`config.mk`:
```
export PLATFORM = sky130hd
export DESIGN_NAME = fermentation_profile_sequencer_flat
export DESIGN_NICKNAME = d
export VERILOG_FILES = /design/src/hdl/fps_pkg.sv /design/src/hdl/fps_if.sv /design/src/hdl/fps_ramp.sv /design/src/hdl/fermentation_profile_sequencer.sv /design/src/flat_wrapper.sv
export SDC_FILE = /design/constraint.sdc
export NUM_CORES = 1
export LEC_CHECK = 0
export BUFFER_PORTS_ARGS = -buffer_cell sky130_fd_sc_hd__buf_4
export CORE_MARGIN = 3
export CORE_UTILIZATION = 46
export DETAILED_ROUTE_END_ITERATION = 16
export PLACE_DENSITY = 0.61
export SKIP_LAST_GASP = 1
export SLEW_MARGIN = 20
export SYNTH_ARGS = -nofsm -noshare
export SYNTH_HDL_FRONTEND = slang
export SYNTH_SLANG_ARGS = --single-unit
```
`constraint.sdc`:
```
create_clock -name clk -period 4.3 [get_ports clk]
set_clock_uncertainty 0.1 [all_clocks]
set_input_delay 0.86 -clock clk [delete_from_list [all_inputs] [get_ports clk]]
set_output_delay 0.86 -clock clk [all_outputs]
set_load 0.02 [all_outputs]
```
`src/hdl/fps_pkg.sv`:
```
package fps_pkg;

    localparam int FERMENTERS = 4;
    localparam int PROFILES   = 4;
    localparam int STEPS      = 15;
    localparam int ENTRIES    = PROFILES * STEPS;
    localparam int FER_W      = 2;
    localparam int POS_W      = 4;
    localparam int ADDR_W     = $clog2(ENTRIES);

    typedef enum logic [2:0] {
        CMD_EVAL  = 3'd0,
        CMD_HOUR  = 3'd1,
        CMD_START = 3'd2,
        CMD_STOP  = 3'd3,
        CMD_PAUSE = 3'd4,
        CMD_NEXT  = 3'd5,
        CMD_PREV  = 3'd6,
        CMD_WRITE = 3'd7
    } cmd_t;

    typedef struct packed {
        logic [3:0]         kind;
        logic [7:0]         days;
        logic signed [11:0] t_start;
        logic signed [11:0] t_end;
        logic [10:0]        trig;
    } step_t;

    typedef struct packed {
        logic [2:0]  command;
        logic [1:0]  fermenter;
        logic [2:0]  profile_number;
        logic [3:0]  step_index;
        logic [3:0]  step_type;
        logic [7:0]  step_days;
        logic signed [11:0] step_start_temp;
        logic signed [11:0] step_end_temp;
        logic [10:0] step_trigger;
        logic signed [11:0] control_temp;
        logic [10:0] gravity;
        logic [9:0]  attenuation;
    } in_word_t;

    typedef struct packed {
        logic signed [11:0] floor_temp;
        logic signed [11:0] ceiling_temp;
        logic [3:0]  active_step;
        logic        is_running;
        logic        step_advanced;
        logic        profile_finished;
    } out_word_t;

    typedef enum logic [3:0] {
        ST_CLEAR, ST_IDLE, ST_READ, ST_WAIT, ST_DIV, ST_LIMIT, ST_CHECK,
        ST_NXREAD, ST_NXWAIT, ST_CNT, ST_CNTWAIT, ST_OUT
    } state_t;

    typedef struct packed {
        logic        start;
        logic signed [12:0] num_mag_sign;
        logic [16:0] hours;
        logic [12:0] span;
    } div_req_t;

    function automatic logic is_empty(input step_t s);
        return s.kind == 4'd0 && s.days == 8'd0 && s.t_start == 12'sd0
               && s.t_end == 12'sd0;
    endfunction

    function automatic logic signed [11:0] sat12(input logic signed [13:0] v);
        if (v < -14'sd2048) return -12'sd2048;
        if (v > 14'sd2047) return 12'sd2047;
        return v[11:0];
    endfunction

    function automatic logic temp_near(input logic signed [11:0] t,
                                       input logic signed [11:0] tg);
        logic signed [12:0] d;
        d = 13'(t) - 13'(tg);
        return (t >= -12'sd1600) && d <= 13'sd8 && d >= -13'sd8;
    endfunction

endpackage

```
`src/hdl/fps_if.sv`:
```
interface fps_if #(parameter type T = logic);
    logic valid;
    logic ready;
    T     data;
    modport source (output valid, output data, input ready);
    modport sink (input valid, input data, output ready);
endinterface

```
`src/hdl/fps_ramp.sv`:
```
// shift-subtract unit: product (diff * hours) / span, one quotient bit per cycle
module fps_ramp (
    input  logic               clk,
    input  logic               rst_n,
    input  logic               start,
    input  logic signed [12:0] diff,
    input  logic [12:0]        hours,
    input  logic [12:0]        span,
    output logic               done,
    output logic signed [12:0] quot
);
    import fps_pkg::*;

    logic [25:0] rem_reg, rem_next;
    logic [25:0] q_reg, q_next;
    logic [12:0] span_reg, span_next;
    logic        neg_reg, neg_next;
    logic [4:0]  cnt_reg, cnt_next;
    logic        busy_reg, busy_next;
    logic [12:0] mag;
    logic [26:0] trial;

    always_comb
    begin
        mag = diff[12] ? 13'(-diff) : 13'(diff);
        busy_next = busy_reg;
        rem_next = rem_reg;
        q_next = q_reg;
        span_next = span_reg;
        neg_next = neg_reg;
        cnt_next = cnt_reg;
        done = 1'b0;
        trial = {rem_reg, q_reg[25]} - 27'(span_reg);
        if (start)
        begin
            busy_next = 1'b1;
            q_next = mag * hours;
            rem_next = '0;
            span_next = span;
            neg_next = diff[12];
            cnt_next = 5'd0;
        end
        else if (busy_reg)
        begin
            if (!trial[26])
                rem_next = trial[25:0];
            else
                rem_next = {rem_reg[24:0], q_reg[25]};
            q_next = {q_reg[24:0], ~trial[26]};
            cnt_next = cnt_reg + 5'd1;
            if (cnt_reg == 5'd25)
                busy_next = 1'b0;
        end
        else
            done = cnt_reg == 5'd26;
        quot = neg_reg ? -13'(q_reg) : 13'(q_reg);
    end

    always_ff @(posedge clk or negedge rst_n)
    begin
        if (!rst_n)
        begin
            busy_reg <= 1'b0;
            cnt_reg  <= 5'd0;
        end
        else
        begin
            busy_reg <= busy_next;
            cnt_reg  <= done ? 5'd0 : cnt_next;
        end
    end

    always_ff @(posedge clk)
    begin
        rem_reg  <= rem_next;
        q_reg    <= q_next;
        span_reg <= span_next;
        neg_reg  <= neg_next;
    end
endmodule

```
`src/hdl/fermentation_profile_sequencer.sv`:
```
// Profile sequencer for four fermenters. Each word is taken, worked and answered
// with one result word; ready is low from acceptance until the result is taken.
// The step table is a 60-entry memory cleared by a pass over all entries after reset,
// during which no word is taken. Write, tick, start, stop, pause, prev and any idle
// command go from ST_READ straight to ST_OUT. Evaluate reads the step in ST_WAIT and
// answers at once on an empty step; a flat step passes ST_LIMIT and ST_CHECK, and a
// ramp step first waits in ST_DIV for the bit-serial ramp divider; ST_NXREAD and
// ST_NXWAIT follow when it advances, to read the following step. Next reads the table
// once per step in ST_CNT and ST_CNTWAIT while the leading non-empty steps are counted.
module fermentation_profile_sequencer (
    input  logic clk,
    input  logic rst_n,
    fps_if.sink   in_ch,
    fps_if.source out_ch
);
    import fps_pkg::*;

    step_t mem [ENTRIES];
    step_t rd_reg;
    logic [ADDR_W-1:0] raddr, waddr_reg, waddr_next;
    logic [ADDR_W-1:0] wa;
    logic mwe;
    step_t mwd;

    state_t state_reg, state_next;
    in_word_t in_reg, in_next;
    out_word_t res_reg, res_next;

    logic [2:0]  prof_reg [FERMENTERS], prof_next [FERMENTERS];
    logic [3:0]  pos_reg [FERMENTERS], pos_next [FERMENTERS];
    logic [15:0] hrs_reg [FERMENTERS], hrs_next [FERMENTERS];
    logic        run_reg [FERMENTERS], run_next [FERMENTERS];
    logic signed [11:0] flo_reg [FERMENTERS], flo_next [FERMENTERS];
    logic signed [11:0] cei_reg [FERMENTERS], cei_next [FERMENTERS];

    logic [3:0] cnt_reg, cnt_next;
    logic signed [12:0] tgt_reg, tgt_next;
    logic adv_reg, adv_next, fin_reg, fin_next;

    logic div_start, div_done;
    logic signed [12:0] div_q;
    logic [12:0] span, hclip;
    logic [FER_W-1:0] f;
    logic [2:0] p;
    logic timed, sg_ok, att_ok, done_c, nx_empty;

    fps_ramp u_ramp (
        .clk(clk), .rst_n(rst_n), .start(div_start),
        .diff(13'(rd_reg.t_end) - 13'(rd_reg.t_start)),
        .hours(hclip), .span(span), .done(div_done), .quot(div_q)
    );

    always_ff @(posedge clk)
    begin
        if (mwe)
            mem[wa] <= mwd;
        rd_reg <= mem[raddr];
    end

    assign f = in_reg.fermenter;
    assign p = prof_reg[f];
    assign span = 13'(rd_reg.days) * 13'd24;
    assign hclip = (17'(hrs_reg[f]) > 17'(span)) ? span : hrs_reg[f][12:0];
    assign timed = 17'(hrs_reg[f]) >= 17'(span);
    assign sg_ok = in_reg.gravity > 11'd500 && in_reg.gravity <= rd_reg.trig;
    assign att_ok = 11'(in_reg.attenuation) >= rd_reg.trig;
    assign nx_empty = is_empty(rd_reg);

    always_comb
    begin
        unique case (rd_reg.kind)
            4'd0: done_c = timed && temp_near(in_reg.control_temp, rd_reg.t_end);
            4'd3, 4'd6: done_c = sg_ok;
            4'd4, 4'd7: done_c = att_ok;
            4'd5: done_c = temp_near(in_reg.control_temp, rd_reg.t_end);
            4'd8: done_c = timed && sg_ok;
            4'd9: done_c = timed && att_ok;
            default: done_c = timed;
        endcase
    end

    always_comb
    begin
        state_next = state_reg;
        in_next = in_reg;
        res_next = res_reg;
        prof_next = prof_reg;
        pos_next = pos_reg;
        hrs_next = hrs_reg;
        run_next = run_reg;
        flo_next = flo_reg;
        cei_next = cei_reg;
        cnt_next = cnt_reg;
        tgt_next = tgt_reg;
        adv_next = adv_reg;
        fin_next = fin_reg;
        waddr_next = waddr_reg;
        mwe = 1'b0;
        mwd = '0;
        div_start = 1'b0;
        raddr = ADDR_W'((p - 3'd1) * STEPS) + ADDR_W'(pos_reg[f]);
        in_ch.ready = state_reg == ST_IDLE;
        out_ch.valid = state_reg == ST_OUT;
        out_ch.data = res_reg;
        unique case (state_reg)
            ST_CLEAR:
            begin
                mwe = 1'b1;
                waddr_next = waddr_reg + ADDR_W'(1);
                if (waddr_reg == ADDR_W'(ENTRIES - 1))
                    state_next = ST_IDLE;
            end
            ST_IDLE:
            begin
                if (in_ch.valid)
                begin
                    in_next = in_ch.data;
                    adv_next = 1'b0;
                    fin_next = 1'b0;
                    state_next = ST_READ;
                end
            end
            ST_READ:
            begin
                state_next = ST_LIMIT;
                if (in_reg.command == CMD_WRITE && in_reg.profile_number >= 3'd1
                    && in_reg.profile_number <= 3'(PROFILES)
                    && in_reg.step_index < 4'(STEPS))
                    mwe = 1'b1;
                unique case (cmd_t'(in_reg.command))
                    CMD_EVAL:
                        if (p != 3'd0 && run_reg[f])
                            state_next = ST_WAIT;
                    CMD_HOUR:
                        if (run_reg[f] && hrs_reg[f] != 16'hFFFF)
                            hrs_next[f] = hrs_reg[f] + 16'd1;
                    CMD_START:
                        if (in_reg.profile_number >= 3'd1
                            && in_reg.profile_number <= 3'(PROFILES))
                        begin
                            prof_next[f] = in_reg.profile_number;
                            pos_next[f] = '0;
                            hrs_next[f] = '0;
                            run_next[f] = 1'b1;
                        end
                    CMD_STOP:
                    begin
                        run_next[f] = 1'b0;
                        prof_next[f] = '0;
                        pos_next[f] = '0;
                        hrs_next[f] = '0;
                    end
                    CMD_PAUSE: run_next[f] = 1'b0;
                    CMD_NEXT:
                        if (p != 3'd0 && run_reg[f])
                        begin
                            cnt_next = '0;
                            state_next = ST_CNT;
                        end
                    CMD_PREV:
                        if (p != 3'd0 && run_reg[f] && pos_reg[f] != 4'd0)
                        begin
                            pos_next[f] = pos_reg[f] - 4'd1;
                            hrs_next[f] = '0;
                            adv_next = 1'b1;
                        end
                    default: ;
                endcase
                if (state_next == ST_LIMIT)
                    state_next = ST_OUT;
            end
            ST_WAIT:
            begin
                // table word now in rd_reg
                if (pos_reg[f] >= 4'(STEPS) || nx_empty)
                begin
                    run_next[f] = 1'b0;
                    fin_next = 1'b1;
                    state_next = ST_OUT;
                end
                else if (rd_reg.days != 8'd0 && rd_reg.t_start != rd_reg.t_end)
                begin
                    div_start = 1'b1;
                    state_next = ST_DIV;
                end
                else
                begin
                    tgt_next = 13'(rd_reg.t_end);
                    state_next = ST_LIMIT;
                end
            end
            ST_DIV:
                if (div_done)
                begin
                    tgt_next = 13'(rd_reg.t_start) + div_q;
                    state_next = ST_LIMIT;
                end
            ST_LIMIT:
            begin
                if (tgt_reg > -13'sd1600)
                begin
                    flo_next[f] = sat12(14'(tgt_reg) - 14'sd8);
                    cei_next[f] = sat12(14'(tgt_reg) + 14'sd8);
                end
                state_next = ST_CHECK;
            end
            ST_CHECK:
            begin
                state_next = ST_OUT;
                if (done_c)
                begin
                    pos_next[f] = pos_reg[f] + 4'd1;
                    hrs_next[f] = '0;
                    adv_next = 1'b1;
                    if (pos_reg[f] + 4'd1 >= 4'(STEPS))
                    begin
                        run_next[f] = 1'b0;
                        fin_next = 1'b1;
                    end
                    else
                        state_next = ST_NXREAD;
                end
            end
            ST_NXREAD: state_next = ST_NXWAIT;
            ST_NXWAIT:
            begin
                if (nx_empty)
                begin
                    run_next[f] = 1'b0;
                    fin_next = 1'b1;
                end
                state_next = ST_OUT;
            end
            ST_CNT:
            begin
                raddr = ADDR_W'((p - 3'd1) * STEPS) + ADDR_W'(cnt_reg);
                state_next = ST_CNTWAIT;
            end
            ST_CNTWAIT:
            begin
                // count leading non-empty steps until the one past the current
                if (nx_empty || cnt_reg > pos_reg[f])
                begin
                    if (nx_empty && cnt_reg <= pos_reg[f] + 4'd1
                        || cnt_reg == pos_reg[f] + 4'd1 && nx_empty)
                    begin
                        run_next[f] = 1'b0;
                        fin_next = 1'b1;
                    end
                    else
                    begin
                        pos_next[f] = pos_reg[f] + 4'd1;
                        hrs_next[f] = '0;
                        adv_next = 1'b1;
                    end
                    state_next = ST_OUT;
                end
                else if (cnt_reg == 4'(STEPS - 1))
                begin
                    run_next[f] = 1'b0;
                    fin_next = 1'b1;
                    state_next = ST_OUT;
                end
                else
                begin
                    cnt_next = cnt_reg + 4'd1;
                    state_next = ST_CNT;
                end
            end
            ST_OUT:
                if (out_ch.ready)
                    state_next = ST_IDLE;
            default: state_next = ST_IDLE;
        endcase
        if (state_reg == ST_READ)
        begin
            mwd.kind = in_reg.step_type;
            mwd.days = in_reg.step_days;
            mwd.t_start = in_reg.step_start_temp;
            mwd.t_end = in_reg.step_end_temp;
            mwd.trig = in_reg.step_trigger;
        end
        if (state_reg == ST_NXREAD)
            raddr = ADDR_W'((p - 3'd1) * STEPS) + ADDR_W'(pos_reg[f]);
        res_next.floor_temp = flo_next[f];
        res_next.ceiling_temp = cei_next[f];
        res_next.active_step = pos_next[f];
        res_next.is_running = run_next[f];
        res_next.step_advanced = adv_next;
        res_next.profile_finished = fin_next;
    end

    assign wa = (state_reg == ST_CLEAR) ? waddr_reg
              : ADDR_W'((in_reg.profile_number - 3'd1) * STEPS)
                + ADDR_W'(in_reg.step_index);

    always_ff @(posedge clk or negedge rst_n)
    begin
        if (!rst_n)
        begin
            state_reg <= ST_CLEAR;
            waddr_reg <= '0;
            for (int i = 0; i < FERMENTERS; i++)
            begin
                prof_reg[i] <= '0;
                pos_reg[i] <= '0;
                hrs_reg[i] <= '0;
                run_reg[i] <= 1'b0;
                flo_reg[i] <= '0;
                cei_reg[i] <= '0;
            end
        end
        else
        begin
            state_reg <= state_next;
            waddr_reg <= waddr_next;
            prof_reg <= prof_next;
            pos_reg <= pos_next;
            hrs_reg <= hrs_next;
            run_reg <= run_next;
            flo_reg <= flo_next;
            cei_reg <= cei_next;
        end
    end

    always_ff @(posedge clk)
    begin
        in_reg <= in_next;
        cnt_reg <= cnt_next;
        tgt_reg <= tgt_next;
        adv_reg <= adv_next;
        fin_reg <= fin_next;
        if (state_reg != ST_OUT)
            res_reg <= res_next;
    end
endmodule

```
`src/flat_wrapper.sv`:
```
// flat-port wrapper written by rule: the top's interface ports become plain ports
module fermentation_profile_sequencer_flat import fps_pkg::*;
  (clk, rst_n, in_ch_valid, in_ch_data, in_ch_ready, out_ch_valid, out_ch_data, out_ch_ready);
  fps_if in_ch_i ();
  fps_if out_ch_i ();
  input  logic clk;
  input  logic rst_n;
  input wire logic [$bits(in_ch_i.valid)-1:0] in_ch_valid;
  input wire logic [$bits(in_ch_i.data)-1:0] in_ch_data;
  output wire logic [$bits(in_ch_i.ready)-1:0] in_ch_ready;
  output wire logic [$bits(out_ch_i.valid)-1:0] out_ch_valid;
  output wire logic [$bits(out_ch_i.data)-1:0] out_ch_data;
  input wire logic [$bits(out_ch_i.ready)-1:0] out_ch_ready;
  assign in_ch_i.valid = in_ch_valid;
  assign in_ch_i.data = in_ch_data;
  assign in_ch_ready = in_ch_i.ready;
  assign out_ch_valid = out_ch_i.valid;
  assign out_ch_data = out_ch_i.data;
  assign out_ch_i.ready = out_ch_ready;
  fermentation_profile_sequencer u_core (.clk(clk), .rst_n(rst_n), .in_ch(in_ch_i), .out_ch(out_ch_i));
endmodule
```
==> results of run 1 <==
-- area by class of cell --
cell class	instances	area, sq um
tap	44	55.1
sequential	26	671
clock buffer	4	47.5
timing repair buffer	6	45.0
multi-input combinational	113	807
fill	314	1450
inverter	8	30.0
-- where the power goes --
group          internal [mW]  switching [mW]
clock                 0.0710          0.0758
combinational         0.0107          0.0162
sequential             0.257         0.00310
-- worst reg2reg max path: cells and delay by family (launching register included) --
family | cells | cell delay, ns
simple gates | 5 | 1.06
fa+ha+maj | 2 | 0.55
flops | 1 | 0.46
compound gates | 1 | 0.20
-- metal layers --
| metal | GRT usage | part of all wire | routed length [um] | vias to the layer above |
|---|---|---|---|---|
| li1 | - | - | - | 563 |
| met1 | 0.193 | 0.52 | 1280 | 499 |
| met2 | 0.206 | 0.44 | 1090 | 15 |
| met3 | 0.0267 | 0.032 | 80 | 4 |
| met4 | 0.0512 | 0.012 | 31 | 0 |
| met5 | 0 | 0 | 0 | - |
-- kinds of logic after synthesis --
group / after synthesis / share of synthesized area
buf+inv: 14 / 0.0401
xor+xnor: 12 / 0.0688
other cells: 1 / 0.00245
compound gates: 32 / 0.141
simple gates: 51 / 0.197
flops: 26 / 0.439
fa+ha+maj: 11 / 0.0901
mux: 3 / 0.0213
-- cells in the final DEF (no fill, tap or decap), types with 2 or more instances in the layout --
cell,n
o211ai_1,3
o21ai_0,2
nand4bb_1,2
nand3_1,6
a31oi_1,3
edfxtp_1,5
conb_1,4
nor2b_1,5
buf_4,6
clkbuf_4,3
nand2_1,11
nor3b_1,3
a22o_1,2
ha_1,11
nor4_1,2
o31ai_1,2
nand4_1,5
xnor2_1,8
or4b_1,2
inv_1,7
o22ai_1,2
xor2_1,4
dfrtp_1,20
o21a_1,3
nor3_1,4
nor2_1,6
a21oi_1,8
-- worst paths after layout --
check                                    startpoint                  end  slack, ns
worst max register to register   u_core.pos_reg[12]   u_core.pos_reg[14]       1.89
worst min-delay path                          rst_n   u_core.pos_reg[14]       0.28
worst max-delay path            u_core.state_reg[0]          in_ch_ready       1.73
min in group clk                u_core.waddr_reg[5]  u_core.waddr_reg[5]       0.39
worst min register to register  u_core.waddr_reg[5]  u_core.waddr_reg[5]       0.39
max in group asynchronous                     rst_n  u_core.state_reg[1]       3.61
==> impl_metrics.json, run 1 <==
{
  "grt_max_degree": 21,
  "mappedNetlistArea_sq_um": 1530,
  "max_freq_mhz": 390,
  "layout_setup_ws_ns": 1.73,
  "ys_types": 45,
  "synth_top_area_share": 0.328,
  "setup_tns_ns": 0,
  "clkLatencyLatePin_ns": 0.32,
  "ys_seq_area_frac": 0.439,
  "ant_nets": 0,
  "worstPathRequired_ns": 3.34,
  "cts_buffers": 3,
  "synth-async-reset-ratio": 0.769,
  "cts_tree": "done",
  "cts_buffer_depth": 2,
  "max_cap_violations": 0,
  "gp_congestion": 0.779,
  "cp_top_family": "flip-flops",
  "finalCritPeriodShare": 0.597,
  "die_area_sq_um": 4050,
  "hold_viol_final": 0,
  "clkTransAtPathRegs_ns": 0.15,
  "status": "finished clean",
  "die_w_um": 63.6,
  "critPathBufInv": 1,
  "path_cells": "nor2b_1 -> nor3b_1 -> buf_4",
  "synth-edff-count": 5,
  "drtIter0Drc": 90,
  "startpoint_type": "flip-flop",
  "setup_viol": 0,
  "yosysMostFrequentCell": "dfrtp_1",
  "critPathSlowestCell": "dfrtp_1",
  "grt_pass1_vias": 1029,
  "num_vias": 1081,
  "htreeDepth": 1,
  "routedWlPerCell_um": 12.3,
  "area_growth_pct": 8.35,
  "post_dp_cell_area_sq_um": 1610,
  "syn_area_per_cell_sq_um": 10.2,
  "critical_path_depth": 3,
  "end_kind": "primary output",
  "overflow": 0,
  "drc": 0,
  "p_per_area_nw_per_um2": 262,
  "rsz0062_at_grt": "no",
  "place_ws_ns": 1.91,
  "synth_ff_type": "dfrtp_1",
  "dp_cells": 197,
  "cpPeakStageDelay_ns": 0.65,
  "synth_warnings": 0,
  "io_buffers": 6,
  "grt_usage": 0.137,
  "vdd_drop_max_uv": 137,
  "diodes": 0,
  "ys_ff_latch": 26,
  "slew_violations": 0,
  "relSlewSlack": 0.663,
  "largest_reg_flops": 6,
  "fin_hold_ws_ns": 0.278,
  "dpl.hpwl_mm": 1.86,
  "wl_mm": 2.48,
  "cp_max_fo": 14,
  "critPathArrivalTime_ns": 1.61,
  "synth_area_leaders": "dfrtp_1 33%, edfxtp_1 9.8%, ha_1 9.0%",
  "cts_setup_buffers": 0,
  "finalNetCount": 174,
  "final_util": 0.533,
  "yosys-top-cells-count": "20 x dfrtp_1, 11 x ha_1, 11 x nand2_1",
  "vias_per_cell": 5.38,
  "synth_top_cell_by_area": "dfrtp_1",
  "hold_path_class": "input pin to asynchronous set/reset pin",
  "reg2reg_depth": 8,
  "coreArea_sq_um": 3100,
  "drt_first_pass_iters": 4,
  "drive_gt1_frac": 0.0828,
  "min_period_ns": 2.57,
  "grt_pass1_wl_mm": 4.51,
  "total_leakage_power_nw": 0.679,
  "pin_count": 8,
  "stdcell_area_sq_um": 1660,
  "worst_slew_pin_slew_ns": 0.500,
  "start_util": 0.492,
  "rows": 20,
  "fin_cells": 201,
  "antenna_found_initial": 0,
  "power_uw": 433,
  "ctsResizeCount": 0,
  "die_h_um": 63.6,
  "critical_path_class": "flip-flop to primary output",
  "cts_hold_buffers": 0,
  "cts-root-buf": "clkbuf_4",
  "synth_cells": 150,
  "cts.sinks": 26
}
(Power assumes the default switching activity.)
==> run 2: changes to the inputs <==
ABC_AREA = 1   (was default)
PLACE_DENSITY = 0.63   (was 0.61)
clock period = 2.1 ns   (was 4.3 ns; I/O delays follow)
==> run 2 against run 1 <==
  * Clock power up 100%
  * Die area down 2.7%
  * Register-to-register slack worse by 1.7 ns
  * Critical path depth up 7
  * Largest power group is now combinational logic
  * Highest routed layer unchanged
==> impl_metrics.json, run 2 <==
{
  "critPathArrivalTime_ns": 1.94,
  "pin_count": 8,
  "rows": 19,
  "largest_reg_flops": 6,
  "dpl.hpwl_mm": 1.93,
  "hold_viol_final": 0,
  "cp_common_cell": "nand2_1",
  "yosys-top-cells-count": "32 x nand2_1, 23 x inv_1, 20 x dfrtp_1",
  "synth_top_area_share": 0.338,
  "routed-wl-met2_mm": 1.15,
  "synth-edff-count": 5,
  "multi_input_area_sq_um": 733,
  "clkTransAtPathRegs_ns": 0.15,
  "synth_area_leaders": "dfrtp_1 34%, edfxtp_1 10%, ha_1 9.3%",
  "synth_cells": 165,
  "critPathBufInv": 1,
  "drtIter0Drc": 46,
  "diodes": 0,
  "register_area_sq_um": 671,
  "dr_wl_met3_um": 60,
  "die_area_sq_um": 3940,
  "io_buffers": 6,
  "finalNetCount": 197,
  "synth_warnings": 0,
  "syn_area_per_cell_sq_um": 8.99,
  "vias_per_cell": 4.96,
  "ys_ff_latch": 26,
  "coreArea_sq_um": 2900,
  "slew_violations": 0,
  "cp_max_fo": 5,
  "die_w_um": 62.8,
  "drc": 0,
  "wl_mm": 2.40,
  "clkLatencyLatePin_ns": 0.32,
  "ys_seq_area_frac": 0.452,
  "cts_tree": "done",
  "critical_path_class": "flip-flop to flip-flop",
  "nFillCells": 273,
  "cts_setup_buffers": 0,
  "grt_max_degree": 21,
  "total_leakage_power_nw": 0.807,
  "grt_pass1_vias": 1100,
  "hold_path_class": "input pin to flip-flop",
  "max_freq_mhz": 514,
  "die_h_um": 62.8,
  "p_per_area_nw_per_um2": 1130,
  "mappedNetlistArea_sq_um": 1480,
  "ant_nets": 0,
  "ys_types": 27,
  "critPathSlowestCell": "dfrtp_1",
  "max_cap_violations": 0,
  "path_cells": "inv_1 -> ha_1 -> ha_1 -> nand2_1 -> nand2_1 -> nand2_1 -> nand2_1 -> nand3b_1 -> nand2_1 -> nand3_1",
  "cpPeakStageDelay_ns": 0.44,
  "cts-root-buf": "clkbuf_4",
  "finalCritPeriodShare": 0.926,
  "yosysMostFrequentCell": "nand2_1",
  "end_kind": "flip-flop",
  "gp_congestion": 0.847,
  "htreeDepth": 1,
  "status": "finished clean",
  "fin_cells": 222,
  "setup_tns_ns": 0,
  "min_period_ns": 1.95,
  "setup_viol": 0,
  "num_vias": 1102,
  "grt_pass1_wl_mm": 4.67,
  "cts.sinks": 26,
  "synth_top_cell_by_area": "dfrtp_1",
  "drt_first_pass_iters": 4,
  "startpoint_type": "flip-flop",
  "routedWlPerCell_um": 10.8,
  "met1_length_mm": 1.17,
  "grt_usage": 0.144,
  "antenna_found_initial": 0,
  "highest_layer": "met4",
  "cp_top_family": "adder cells",
  "final_common_cell": "nand2_1",
  "layout_common_cells": "32 x nand2_1, 23 x inv_1, 20 x dfrtp_1",
  "worstPathRequired_ns": 2.09,
  "rsz0062_at_grt": "no",
  "dp_cells": 217,
  "synth-async-reset-ratio": 0.769,
  "area_growth_pct": 12.2,
  "cts_buffer_depth": 2,
  "synth_ff_type": "dfrtp_1",
  "drive_gt1_frac": 0.161,
  "vdd_drop_max_uv": 542,
  "overflow": 0,
  "cts_buffers": 3,
  "start_util": 0.511
}
[run 2: path summary, 6_finish.rpt]
check,start,endpoint,slack [ns],cells past startpoint
setup / recovery,u_core.pos_reg[12],u_core.out_ch.data,0.15,10
hold / removal,out_ch_ready,u_core.state_reg[1],0.26,4
setup reg to reg,u_core.pos_reg[12],u_core.out_ch.data,0.15,10
hold reg to reg,u_core.waddr_reg[5],u_core.waddr_reg[5],0.38,1
max in group asynchronous,rst_n,u_core.pos_reg[12],1.30,2
min in group asynchronous,rst_n,u_core.waddr_reg[1],0.39,2
[run 2: metrics by stage]
stage | setup slack, ns | hold WS (ns) | total power [mW] | utilization | area, sq um
detailed placement | 0.169 | 0.215 | 1.59 | 0.551 | 1600
global route | 0.00801 | 0.254 | 2.10 | 0.574 | 1660
CTS | 0.137 | 0.255 | 1.90 | 0.571 | 1660
global placement | 0.202 | 0.217 | 1.56 | 0.551 | 1600
floorplan | 0.269 | 0.0244 | 1.38 | - | 1490
finish | 0.155 | 0.262 | 1.89 | 0.574 | 1660
[run 2: metal layers]
metal | vias to the layer above | GRT usage
li1 | 568 | -
met3 | 2 | 0.0180
met5 | - | 0
met4 | 0 | 0.0606
met1 | 517 | 0.188
met2 | 15 | 0.238
[run 2: final cells by class]
cell class | count | share of cell area
Multi-Input combinational cell | 116 | 0.441
Tap cell | 42 | 0.0316
Sequential cell | 26 | 0.403
Clock buffer | 4 | 0.0286
Inverter | 26 | 0.0586
Timing Repair Buffer | 8 | 0.0376
[run 2: tightest hold or removal path, stage by stage]
cell	delay (ns)
buf_4	0.08
inv_1	0.05
nand2_4	0.07
nand2_1	0.05
[run 2: cells by family (layout without fill, tap and decap cells)]
family,count (synthesis),in the layout,share of synthesized area
AND/OR/NAND/NOR,77,77,0.276
flip-flops,26,26,0.452
buffers and inverters,26,38,0.0658
AO/OA/AOI/OAI,14,14,0.0498
adder cells (fa/ha/maj),11,11,0.0928
XOR/XNOR,9,9,0.0532
other,1,4,0.00253
multiplexers,1,1,0.00759
[run 2: power breakdown]
part | switching, mW | internal (mW)
logic | 0.486 | 0.339
clock network | 0.154 | 0.145
registers | 0.124 | 0.641
total | 0.764 | 1.12
[run 2: what timing repair did]
item	CTS	global route
hold endpoints to repair	20	0
hold buffers	1	0
gates resized for setup	0	1
endpoints found under the setup margin	0	5
==> run 3: changes to the inputs <==
PLACE_DENSITY = default   (was 0.63)
PLACE_DENSITY_LB_ADDON = 0.1   (was default)
==> run 3 against run 2 <==
  * First-iteration DRC count down 33%
  * Hold slack gained 0.022 ns
  * Clock power shrank 16%
  * Register-to-register slack improved by 0.03 ns
  * Routed wire length is 5.0% higher
  * Critical path depth is the same
  * Sequential power is essentially flat
  * Cell count did not move
  * Via count up 0.18%
  * Setup slack improved by 0.028 ns
  * Maximum frequency is 1.5% higher
  * Design area up 0.75%
==> impl_metrics.json, run 3 (synthesized netlist as in run 2, its figures left out) <==
{
  "drive_gt1_frac": 0.178,
  "total_leakage_power_nw": 0.802,
  "cts_buffer_depth": 2,
  "critPathLaunch": "u_core.pos_reg[12]",
  "layout_setup_ws_ns": 0.183,
  "status": "finished clean",
  "r2r-start": "u_core.pos_reg[12]",
  "coreArea_sq_um": 2900,
  "power_mw": 1.91,
  "die_w_um": 62.8,
  "end_kind": "flip-flop",
  "overflow": 0,
  "p_comb_frac": 0.466,
  "cts-root-buf": "clkbuf_4",
  "die_area_sq_um": 3940,
  "clkLatencyLatePin_ns": 0.31,
  "p_sw_uw": 791,
  "cts.sinks": 26,
  "clkTransAtPathRegs_ns": 0.14,
  "startpoint_type": "flip-flop",
  "largest_reg_flops": 6,
  "start_util": 0.511,
  "gp_congestion": 0.829,
  "path_cells": "inv_1 -> ha_1 -> ha_4 -> nand2_1 -> nand2_1 -> nand2_1 -> nand2_2 -> nand3b_1 -> nand2_1 -> nand3_1",
  "dp_cells": 217,
  "drc": 0,
  "drt_first_pass_iters": 4,
  "layout_common_cells": "31 x nand2_1, 23 x inv_1, 19 x dfrtp_1",
  "worstPathRequired_ns": 2.08,
  "seqPwrFrac": 0.403,
  "area_growth_pct": 13.1,
  "grt_pass1_wl_mm": 4.50,
  "p_per_area_nw_per_um2": 1140,
  "io_buffers": 6,
  "num_vias": 1104,
  "max_cap_violations": 0,
  "critical_path_class": "flip-flop to flip-flop",
  "pin_count": 8,
  "setup_viol": 0,
  "slew_violations": 0,
  "rows": 19,
  "ant_nets": 0,
  "cp_max_fo": 5,
  "critPathSlowestCell": "dfrtp_2",
  "die_h_um": 62.8,
  "cts_setup_buffers": 0,
  "diodes": 0,
  "p_clk_frac": 0.131,
  "nFillCells": 281,
  "grt_usage": 0.137,
  "htreeDepth": 1,
  "cp_common_cell": "nand2_1",
  "hold_path_class": "input pin to flip-flop",
  "hold_start": "out_ch_ready",
  "multi_input_area_sq_um": 756,
  "cts_buffers": 3,
  "cts_tree": "done",
  "vdd_drop_max_uv": 531,
  "p_sw_frac": 0.415,
  "grt_pass1_vias": 1109,
  "vias_per_cell": 4.97,
  "critPathArrivalTime_ns": 1.90,
  "final_common_cell": "nand2_1",
  "antenna_found_initial": 0,
  "register_area_sq_um": 672,
  "finalNetCount": 197,
  "wl_mm": 2.52,
  "cpPeakStageDelay_ns": 0.42,
  "grt_max_degree": 21,
  "fin_cells": 222,
  "routedWlPerCell_um": 11.4,
  "min_period_ns": 1.92,
  "max_freq_mhz": 522,
  "dpl.hpwl_mm": 2.02,
  "intPower_mw": 1.11,
  "finalCritPeriodShare": 0.913,
  "hold_viol_final": 0,
  "place_ws_ns": 0.150,
  "drtIter0Drc": 31
}
## run 3: path summary, 6_finish.rpt
| kind | to | slack, ns | depth (start not counted) |
|---|---|---|---|
| hold / removal | u_core.state_reg[1] | 0.28 | 4 |
| setup reg to reg | u_core.out_ch.data | 0.18 | 10 |
| hold reg to reg | u_core.waddr_reg[5] | 0.38 | 1 |
| setup / recovery | u_core.out_ch.data | 0.18 | 10 |
| min in group asynchronous | u_core.waddr_reg[2] | 0.40 | 2 |
| max in group asynchronous | u_core.pos_reg[12] | 1.27 | 2 |
## run 3: repair_timing
item,4_1_cts,5_1_grt
gates resized for setup,0,5
hold endpoints to repair,20,0
hold buffers,1,0
setup endpoints to repair,0,5
## run 3: worst max-delay path: cells and delay by family, from the launching register on
kind	cells	cell delay [ns]
buffers and inverters	1	0.08
AND/OR/NAND/NOR	7	0.44
flip-flops	1	0.42
adder cells (fa/ha/maj)	2	0.65
## run 3: area by class of cell
type	instances	area share
Tap cell	42	0.0313
Clock buffer	4	0.0216
Timing Repair Buffer	8	0.0373
Sequential cell	26	0.401
Inverter	26	0.0582
Multi-Input combinational cell	116	0.451
## run 3: power groups by stage
| stage | combinational [mW] | sequential (mW) | clock (mW) |
|---|---|---|---|
| CTS | 0.836 | 0.761 | 0.259 |
| finish | 0.889 | 0.767 | 0.250 |
| global route | 1.02 | 0.787 | 0.288 |
| global placement | 0.794 | 0.765 | 0 |
| detailed placement | 0.828 | 0.773 | 0 |
| floorplan | 0.627 | 0.753 | 0 |
## run 3: per-layer routing
| metal | track usage | vias up | share of wire |
|---|---|---|---|
| li1 | - | 562 | - |
| met4 | 0.0386 | 0 | 0.0091 |
| met1 | 0.167 | 531 | 0.46 |
| met2 | 0.245 | 7 | 0.51 |
| met5 | 0 | - | 0 |
| met3 | 0.0234 | 4 | 0.022 |
## run 3: stage by stage
step / hold slack, ns / utilization / TNS [ns] / instance area, sq um
after global routing: 0.267 / 0.578 / -0.0127 / 1680
final: 0.284 / 0.578 / 0 / 1680
after global placement: 0.213 / 0.551 / 0 / 1600
after floorplan: 0.0244 / - / 0 / 1490
after detailed placement: 0.212 / 0.551 / 0 / 1600
after CTS: 0.286 / 0.567 / 0 / 1650
